[src/sv/rthp_pkg.sv]
`default_nettype none
// ----------------------------------------------------------------------------
// rthp_pkg: shared types and helpers for the RGB to HSV pixel core
// Carries the divider lane format, the hue sector code and the step function
// of the restoring divider used for saturation and hue.
// ----------------------------------------------------------------------------
package rthp_pkg;

	localparam int DIV_STEPS_PER_STAGE = 2;
	localparam int DIV_STAGES          = 4;

	localparam logic [7:0] OFS_GREEN = 8'd60;
	localparam logic [7:0] OFS_BLUE  = 8'd120;
	localparam logic [7:0] OFS_RED_N = 8'd180;

	typedef enum logic [1:0] {
		SECT_RED_POS,
		SECT_RED_NEG,
		SECT_GREEN,
		SECT_BLUE
	} hue_sect_t;

	typedef struct packed {
		logic [7:0] rem;
		logic [7:0] low;
		logic [7:0] quo;
		logic [7:0] dvs;
	} div_lane_t;

	typedef struct packed {
		div_lane_t  sat;
		div_lane_t  hue;
		logic [7:0] brightness;
	} div_item_t;

	function automatic div_lane_t div_step(input div_lane_t a);
		logic [8:0] t;
		div_lane_t  r;
		r = a;
		t = {a.rem, a.low[7]};
		if (t >= {1'b0, a.dvs}) begin
			r.rem = 8'(t - {1'b0, a.dvs});
			r.quo = {a.quo[6:0], 1'b1};
		end else begin
			r.rem = t[7:0];
			r.quo = {a.quo[6:0], 1'b0};
		end
		r.low = {a.low[6:0], 1'b0};
		return r;
	endfunction

	function automatic logic [15:0] sect_offset(input hue_sect_t s, input logic [7:0] d);
		logic [15:0] r;
		case (s)
			SECT_RED_POS: r = 16'd0;
			SECT_RED_NEG: r = 16'(d) * 16'(OFS_RED_N);
			SECT_GREEN:   r = 16'(d) * 16'(OFS_GREEN);
			SECT_BLUE:    r = 16'(d) * 16'(OFS_BLUE);
			default:      r = 16'd0;
		endcase
		return r;
	endfunction

endpackage
`default_nettype wire

[src/sv/rgb_to_hsv_pixel_core.sv]
`default_nettype none
// A pixel goes through both front-end registers and then each divider stage.
// Throughput: one pixel per clock; the 4-stage divider (2 quotient bits per stage)
// and the 2-stage front end each take a new item every cycle unless stalled.
// Stall ripples back only through stages that hold an item, so bubbles fill up.
// Reset clears the valid bits of all 6 stages; no result is shown after reset.
// ----------------------------------------------------------------------------
// rgb_to_hsv_pixel_core: 8-bit BGR pixel to HSV, hue in half degrees
// Front end forms max, spread and dividends; a restoring divider pipeline
// yields saturation and hue.
// ----------------------------------------------------------------------------
module rgb_to_hsv_pixel_core
	import rthp_pkg::*;
(
	input  wire logic       clk,
	input  wire logic       arst_n,
	input  wire logic       in_valid,
	output logic            in_stall,
	input  wire logic [7:0] blue,
	input  wire logic [7:0] green,
	input  wire logic [7:0] red,
	output logic            out_valid,
	input  wire logic       out_stall,
	output logic [7:0]      hue,
	output logic [7:0]      saturation,
	output logic [7:0]      brightness
);

	logic      valid_c [DIV_STAGES+1];
	logic      stall_c [DIV_STAGES+1];
	div_item_t item_c  [DIV_STAGES+1];

	rthp_front u_front (
		.clk      (clk),
		.arst_n   (arst_n),
		.up_valid (in_valid),
		.up_stall (in_stall),
		.blue     (blue),
		.green    (green),
		.red      (red),
		.dn_valid (valid_c[0]),
		.dn_stall (stall_c[0]),
		.dn_item  (item_c[0])
	);

	for (genvar k = 0; k < DIV_STAGES; k++) begin : g_div
		rthp_div_stage u_div (
			.clk      (clk),
			.arst_n   (arst_n),
			.up_valid (valid_c[k]),
			.up_stall (stall_c[k]),
			.up_item  (item_c[k]),
			.dn_valid (valid_c[k+1]),
			.dn_stall (stall_c[k+1]),
			.dn_item  (item_c[k+1])
		);
	end

	assign stall_c[DIV_STAGES] = out_stall;
	assign out_valid           = valid_c[DIV_STAGES];
	assign hue                 = item_c[DIV_STAGES].hue.quo;
	assign saturation          = item_c[DIV_STAGES].sat.quo;
	assign brightness          = item_c[DIV_STAGES].brightness;

`ifndef SYNTHESIS
	a_hue_range: assert property (@(posedge clk) disable iff (!arst_n)
		out_valid |-> hue <= 8'd179)
		else $error("hue out of range");

	a_black_sat: assert property (@(posedge clk) disable iff (!arst_n)
		(out_valid && brightness == 8'd0) |-> saturation == 8'd0)
		else $error("black pixel with nonzero saturation");

	a_stall_source: assert property (@(posedge clk) disable iff (!arst_n)
		in_stall |-> out_stall && out_valid)
		else $error("input stalled without an output stall");

	a_gray_hue: assert property (@(posedge clk) disable iff (!arst_n)
		(out_valid && saturation == 8'd0) |-> hue == 8'd0)
		else $error("gray pixel with nonzero hue");
`endif

endmodule
`default_nettype wire

[src/sv/rthp_front.sv]
`default_nettype none
// ----------------------------------------------------------------------------
// rthp_front: channel compare and dividend forming
// First stage finds max, spread and hue sector; second stage builds the
// saturation and hue dividends and divisors for the divider pipeline.
// ----------------------------------------------------------------------------
module rthp_front
	import rthp_pkg::*;
(
	input  wire logic      clk,
	input  wire logic      arst_n,
	input  wire logic      up_valid,
	output logic           up_stall,
	input  wire logic [7:0] blue,
	input  wire logic [7:0] green,
	input  wire logic [7:0] red,
	output logic           dn_valid,
	input  wire logic      dn_stall,
	output div_item_t      dn_item
);

	logic              valid_s1;
	logic [7:0]        mx_s1;
	logic [7:0]        diff_s1;
	logic signed [8:0] num_s1;
	hue_sect_t         sect_s1;
	logic              valid_s2;
	div_item_t         item_s2;

	logic              stall_s1;
	logic              stall_s2;

	logic [7:0]        mx_c;
	logic [7:0]        mn_c;
	logic signed [8:0] num_c;
	hue_sect_t         sect_c;

	logic [15:0]        sat_dvd;
	logic signed [16:0] hue_tot;
	logic [15:0]        hue_dvd;
	div_item_t          item_c;

	assign stall_s2 = valid_s2 & dn_stall;
	assign stall_s1 = valid_s1 & stall_s2;
	assign up_stall = stall_s1;

	always_comb begin
		if (red >= green && red >= blue) begin
			mx_c   = red;
			num_c  = signed'({1'b0, green}) - signed'({1'b0, blue});
			sect_c = (green < blue) ? SECT_RED_NEG : SECT_RED_POS;
		end else if (green >= blue) begin
			mx_c   = green;
			num_c  = signed'({1'b0, blue}) - signed'({1'b0, red});
			sect_c = SECT_GREEN;
		end else begin
			mx_c   = blue;
			num_c  = signed'({1'b0, red}) - signed'({1'b0, green});
			sect_c = SECT_BLUE;
		end
		mn_c = (red < green) ? red : green;
		mn_c = (blue < mn_c) ? blue : mn_c;
	end

	always_ff @(posedge clk or negedge arst_n) begin
		if (!arst_n) begin
			valid_s1 <= 1'b0;
		end else if (!stall_s1) begin
			valid_s1 <= up_valid;
		end
	end

	always_ff @(posedge clk) begin
		if (!stall_s1 && up_valid) begin
			mx_s1   <= mx_c;
			diff_s1 <= mx_c - mn_c;
			num_s1  <= num_c;
			sect_s1 <= sect_c;
		end
	end

	always_comb begin
		sat_dvd = {diff_s1, 8'd0} - {8'd0, diff_s1};
		hue_tot = (17'(num_s1) <<< 5) - (17'(num_s1) <<< 1)
		        + signed'({1'b0, sect_offset(sect_s1, diff_s1)});
		hue_dvd = hue_tot[16] ? 16'd0 : hue_tot[15:0];

		item_c.sat.rem    = sat_dvd[15:8];
		item_c.sat.low    = sat_dvd[7:0];
		item_c.sat.quo    = 8'd0;
		item_c.sat.dvs    = (mx_s1 == 8'd0) ? 8'd1 : mx_s1;
		item_c.hue.rem    = hue_dvd[15:8];
		item_c.hue.low    = hue_dvd[7:0];
		item_c.hue.quo    = 8'd0;
		item_c.hue.dvs    = (diff_s1 == 8'd0) ? 8'd1 : diff_s1;
		item_c.brightness = mx_s1;
	end

	always_ff @(posedge clk or negedge arst_n) begin
		if (!arst_n) begin
			valid_s2 <= 1'b0;
		end else if (!stall_s2) begin
			valid_s2 <= valid_s1;
		end
	end

	always_ff @(posedge clk) begin
		if (!stall_s2 && valid_s1) begin
			item_s2 <= item_c;
		end
	end

	assign dn_valid = valid_s2;
	assign dn_item  = item_s2;

endmodule
`default_nettype wire

[src/sv/rthp_div_stage.sv]
`default_nettype none
// ----------------------------------------------------------------------------
// rthp_div_stage: one stage of the restoring divider pipeline
// Advances the saturation and hue quotients by two bits each.
// ----------------------------------------------------------------------------
module rthp_div_stage
	import rthp_pkg::*;
(
	input  wire logic      clk,
	input  wire logic      arst_n,
	input  wire logic      up_valid,
	output logic           up_stall,
	input  wire div_item_t up_item,
	output logic           dn_valid,
	input  wire logic      dn_stall,
	output div_item_t      dn_item
);

	logic      valid_q;
	div_item_t item_q;
	div_item_t item_c;

	assign up_stall = valid_q & dn_stall;

	always_comb begin
		item_c = up_item;
		for (int i = 0; i < DIV_STEPS_PER_STAGE; i++) begin
			item_c.sat = div_step(item_c.sat);
			item_c.hue = div_step(item_c.hue);
		end
	end

	always_ff @(posedge clk or negedge arst_n) begin
		if (!arst_n) begin
			valid_q <= 1'b0;
		end else if (!up_stall) begin
			valid_q <= up_valid;
		end
	end

	always_ff @(posedge clk) begin
		if (!up_stall && up_valid) begin
			item_q <= item_c;
		end
	end

	assign dn_valid = valid_q;
	assign dn_item  = item_q;

endmodule
`default_nettype wire
[config.mk]
export PLATFORM = sky130hd
export DESIGN_NAME = rgb_to_hsv_pixel_core
export DESIGN_NICKNAME = d
export VERILOG_FILES = /design/src/sv/rthp_pkg.sv /design/src/sv/rgb_to_hsv_pixel_core.sv /design/src/sv/rthp_front.sv /design/src/sv/rthp_div_stage.sv
export SDC_FILE = /design/constraint.sdc
export NUM_CORES = 1
export LEC_CHECK = 0
export BUFFER_PORTS_ARGS = -buffer_cell sky130_fd_sc_hd__buf_2
export CAP_MARGIN = 10
export CORE_MARGIN = 2
export CORE_UTILIZATION = 30
export CTS_BUF_LIST = sky130_fd_sc_hd__clkbuf_4 sky130_fd_sc_hd__clkbuf_8 sky130_fd_sc_hd__clkbuf_16
export DETAILED_ROUTE_END_ITERATION = 7
export PLACE_DENSITY_LB_ADDON = 0.05
export SETUP_SLACK_MARGIN = 0.3
export SYNTH_ARGS = -nofsm -noshare
export SYNTH_HDL_FRONTEND = slang
export SYNTH_SLANG_ARGS = --single-unit
[constraint.sdc]
create_clock -name clk -period 11.45 [get_ports clk]
set_input_delay 3.435 -clock clk [delete_from_list [all_inputs] [get_ports clk]]
set_output_delay 3.435 -clock clk [all_outputs]
set_load 0.005 [all_outputs]
=== Word level (Yosys, flattened, before mapping) ===
Cells that the tools add are included.
W data, S select, Z words.

* Bits in registers: 281
* Bits of input ports: 28
* Output and inout bits: 26

* $add $sub $neg: 21
* Multipliers: 3
* $lt $le $gt $ge: 22
* Eq/ne operators: 3
* Mux-type cells: 40
* Bitwise gates (word level): 6
* Reduce and logical (&&, ||, !) cells: 16

{| class="wikitable"
|+ Operators with widths
! cell !! count
|-
| $ge A9 B8 Y1 || 16
|-
| $mux W8 || 18
|-
| $sub A8 B8 Y8 || 15
|-
| $pmux W16 S4 || 1
|-
| $sub A8 B8 Y9 || 3
|-
| $ge A8 B8 Y1 || 3
|-
| $lt A8 B8 Y1 || 3
|-
| $mul A8 B4 Y12 const B || 2
|-
| $mux W1 || 18
|-
| $mux W9 || 2
|-
| $add A17 B17 Y17 || 1
|-
| $logic_not A8 Y1 || 2
|-
| $sub A16 B8 Y16 || 1
|-
| $sub A14 B10 Y15 || 1
|-
| $mul A8 B6 Y14 const B || 1
|-
| $logic_and A1 B1 Y1 || 7
|-
| $and A1 B1 Y1 || 6
|-
| $logic_not A1 Y1 || 6
|-
| $eq A2 B2 Y1 const B || 2
|-
| $eq A2 B1 Y1 const B || 1
|-
| $logic_not A2 Y1 || 1
|-
| $mux W2 || 1
|}

=== Longest topological paths before layout ===
* Depth in word-level cells: 8
* Gate-level depth with buffers: 27
* Mapped depth without buffers: 24

=== Hierarchy ===
From an unflattened synthesis, not the netlist that was laid out.

* Cells, all modules: 2029
* Area, all modules: 23396.2 µm²

{| class="wikitable"
|+ Modules (own cells, without submodules)
! module !! instances !! cells an instance !! area each (µm²)
|-
| rthp_front || 1 || 820 || 8011.4
|-
| rthp_div_stage (g_div[0].u_div ...) || 2 || 304 || 3838.7
|-
| rthp_div_stage (g_div[2].u_div) || 1 || 302 || 3861.2
|-
| rthp_div_stage (g_div[1].u_div) || 1 || 299 || 3846.2
|}

=== Least setup slack after synthesis ===
OpenSTA, ideal clock, no wires.

* Path type: input -> register
* Start: in green[4]
* End: reg u_front.diff_s1[7], data pin
* Setup time: 260 ps
* Arrival time: 7603 ps
* Data required time: 11190 ps
* Setup slack: 3587 ps
* Cell stages on the path: 24
* Path buffers: 3
* Cells stage by stage: inv_1 > ha_1 > or3_1 > o21ai_0 > a21oi_1 > o31a_1 > buf_6 > clkbuf_1 > a21oi_1 > ha_1 > a21o_1 > a21o_1 > a41oi_1 > o21a_1 > buf_6 > mux2_2 > ha_1 > o21ai_0 > nand2b_1 > a21o_1 > a21oi_1 > o21ai_0 > xor2_1 > xnor2_1

* Word-level cells in the longest chain between the ends: 5

{| class="wikitable"
|+ Ends and longest elaborated chain
! element !! line !! text
|-
| start, declared || rgb_to_hsv_pixel_core.sv:20 || <nowiki>input wire logic [7:0] green,</nowiki>
|-
| $lt A8 B8 Y1 || rthp_front.sv:61 || <nowiki>mn_c = (red < green) ? red : green;</nowiki>
|-
| $mux W8 || rthp_front.sv:61 ||
|-
| $lt A8 B8 Y1 || rthp_front.sv:62 || <nowiki>mn_c = (blue < mn_c) ? blue : mn_c;</nowiki>
|-
| $mux W8 || rthp_front.sv:62 ||
|-
| $sub A8 B8 Y8 (*) || rthp_front.sv:76 || <nowiki>diff_s1 <= mx_c - mn_c;</nowiki>
|-
| end signal, assigned || rthp_front.sv:76 ||
|-
| end, declared || rthp_front.sv:24 || <nowiki>logic [7:0] diff_s1;</nowiki>
|}

Mark *: on every way between the ends. The rest lies on a longest branch, timed or not.
A chain may end at the register's enable or synchronous reset.

=== Worst setup path after layout ===
* Start: in green[1]
* End: reg u_front.diff_s1[7], data pin

Same word-level chain as after synthesis.

==> impl_results.md <==
* CTS tree: yes
* Post-CTS setup buffers at 0
* Measured slew at the worst slew-check pin at 0.783 ns
* Syn_area_per_cell at 10.9 um^2
* DR pass1 iterations at 4
* GRT Total Usage at 0.134
* Critical path arrival at 8.52 ns
* CTS Root Cell: clkbuf_16
* Largest net degree at the start of global routing at 56
* Setup CP Type: in -> reg
* CP Cell Sequence: buf_2 > inv_1 > ha_1 > nor2b_1 > o31ai_2 > a21oi_1 > o31a_1 > a21oi_1 > ha_1 > a21o_1 > a21o_1 > a41oi_1 > o21a_1 > and2b_1 > a21o_1 > ha_1 > nor2b_1 > o21ai_0 > nand2b_1 > a21o_1 > a21oi_1 > o21ai_0 > xor2_1 > xnor2_1
* Initial Util at 0.304
* CP dominant cell by count: a21o_1
* Post-CTS sizing at 0
* Worst Hold Margin at 0.416 ns
* Synth area leaders: edfxtp_1, ha_1, mux2_2, inv_1, fa_1
* Avg WL per Cell at 16.0 um
* FILL cells at 6576
* Hold Fails Final Rpt at 0
* DRC at 0
* Slew Limit Fails at 0
* Crit path max-delay family: compound AO/OA/AOI/OAI gates
* Share of cells above drive strength 1 at 0.134
* Clock Sink Count at 277
* Final setup TNS at 0 ns
* Final setup viols at 0
* Reg clk slew, reported paths at 0.05 ns
* Mapped cell area at 19600 um^2
* Vias at 12700
* GPL Wtd Cong at 0.796
* Routed vias/inst at 4.61
* Fin crit share at 0.720
* Netlist cell types at 60
* Layout Area Growth over Synthesis at 12.9%
* DIE AREA at 67400 um^2
* Final min period at 8.24 ns
* N_diodes at 0
* Synth warn at 0
* Detailed Route WL at 44200 um
* Top cell type's share of synthesized area at 0.415
* Register area share after synthesis at 0.423
* Max Cap Viol at 0
* Buf/Inv on CP at 2
* RSZ-0062 raised after global routing: no
* Row cnt at 93
* Clock skew at 0.0365 ns
* Largest stage delay on the critical path at 0.47 ns
* F_max at 121 MHz
* H-tree levels at 2
* Hpwl dp at 35300 um
* Synthesized flop and latch total at 277
* EDFF count, synth at 271
* # port buffers at 53
* Die Y at 260 um
* Worst-case clock buffer depth at 3
* Horiz. Die Dim at 260 um
* First-pass GRT wire length at 71200 um
* Clock latency on the worst-skew pair at 0.56 ns
* CORE AREA at 64500 um^2
* Post-synth ARST share at 0.0217
* CTS Buf Count at 37
* Cts hold-fix bufs at 0
* Worst path required time at 11.73 ns
* Syn nets at 2107
* Status: completed
* Max-slew headroom at 0.476
* Gr ovfl total at 0
* Cell taking the most area after synthesis: edfxtp_1
* Mapped Cells at 1801
* Initial antenna violation count at 0
* Slowest cell on the critical path: o31a_1
* Vias in the first global route at 13200
* Max FO, Critical Path at 17
* Antenna-violating nets left at 0
* Hold WC Path Type: reg -> reg
* Most used DFF post-synth: edfxtp_1
* Startpoint types: input port
* IO Count at 54
* First DRT Iteration DRCs at 414
* Crit end category: flip-flop
* Final net count at 2188
-- sequential cells by signal, summed over array words and instances, names as in the netlist --
name / cells
u_front.dn_valid: 1
u_front.num_s1: 9
u_front.sect_s1: 2
u_front.dn_item: 55
g_div.u_div.dn_item: 189
u_front.valid_s1: 1
u_front.diff_s1: 8
u_front.mx_s1: 8
g_div.u_div.dn_valid: 4
-- area by class of cell --
type	count	area, um^2	area share
Clock buffer	45	986	0.0446
Clock inverter	23	200	0.00905
Inverter	236	886	0.0400
Multi-Input combinational cell	1265	10300	0.467
Sequential cell	277	8290	0.375
Tap cell	855	1070	0.0484
Timing Repair Buffer	65	355	0.0161
-- synth_stat cells, types with 22 or more instances --
master,n
edfxtp_1,271
ha_1,236
inv_1,236
a21oi_1,134
nor2_1,128
mux2_2,97
xnor2_1,92
o21ai_0,90
nand2_1,71
xor2_1,44
fa_1,42
nor2b_1,42
a21o_1,41
nand4_1,31
mux2i_1,22
-- kinds of logic (layout without fill, tap and decap cells) --
logic type	Yosys count	in the layout	synth area share
adders and majority gates	278	278	0.194
muxes	119	119	0.0670
AOI/OAI and AO/OA	371	371	0.117
and+or+nand+nor	361	361	0.0879
xor gates and xnor gates	136	136	0.0608
buffers and inverters	259	369	0.0506
DFF	277	277	0.423
-- cell usage in the layout, fill, tap and decap left out, types with 22 or more instances in the layout --
master / instances
a21oi_1: 134
clkbuf_16: 37
a21o_1: 41
nand4_1: 31
fa_1: 42
ha_1: 236
xnor2_1: 92
nor2_1: 128
mux2i_1: 22
xor2_1: 44
mux2_2: 97
nand2_1: 71
o21ai_0: 90
buf_2: 53
inv_1: 236
nor2b_1: 41
edfxtp_1: 271
-- worst paths after layout --
kind	from	endpoint	slack, ns	cells past startpoint
max	green[1]	u_front.diff_s1[7]	3.21	24
min	g_div[1].u_div.dn_item[51]	g_div[2].u_div.dn_item[53]	0.42	0
max reg2reg	u_front.diff_s1[3]	u_front.dn_item[39]	5.55	21
min reg2reg	g_div[1].u_div.dn_item[51]	g_div[2].u_div.dn_item[53]	0.42	0
max in group asynchronous	arst_n	g_div[3].u_div.dn_valid	8.58	1
min in group asynchronous	arst_n	g_div[2].u_div.dn_valid	2.72	1
-- through the flow --
| step | setup WS (ns) | area, um^2 | std cells | util |
|---|---|---|---|---|
| 3_5_place_dp | 2.66 | 20900 | 2698 | 0.325 |
| 5_1_grt | 2.75 | 22100 | 2766 | 0.343 |
| 6_report | 3.21 | 22100 | 2766 | 0.343 |
| 4_1_cts | 3.22 | 22100 | 2766 | 0.343 |
| 2_1_floorplan | 3.59 | 19600 | 1801 | - |
| 3_3_place_gp | 2.72 | 20900 | 2698 | 0.325 |
-- layer usage --
metal | vias to the layer above | wire length (um) | GRT usage
met2 | 125 | 21000 | 0.229
met3 | 60 | 1150 | 0.0170
li1 | 6542 | - | -
met4 | 0 | 1020 | 0.0431
met1 | 6011 | 20900 | 0.175
met5 | - | 0 | 0
Power is not shown: default switching activity piles up to over one toggle a cycle in this logic, so the estimate is an artifact.
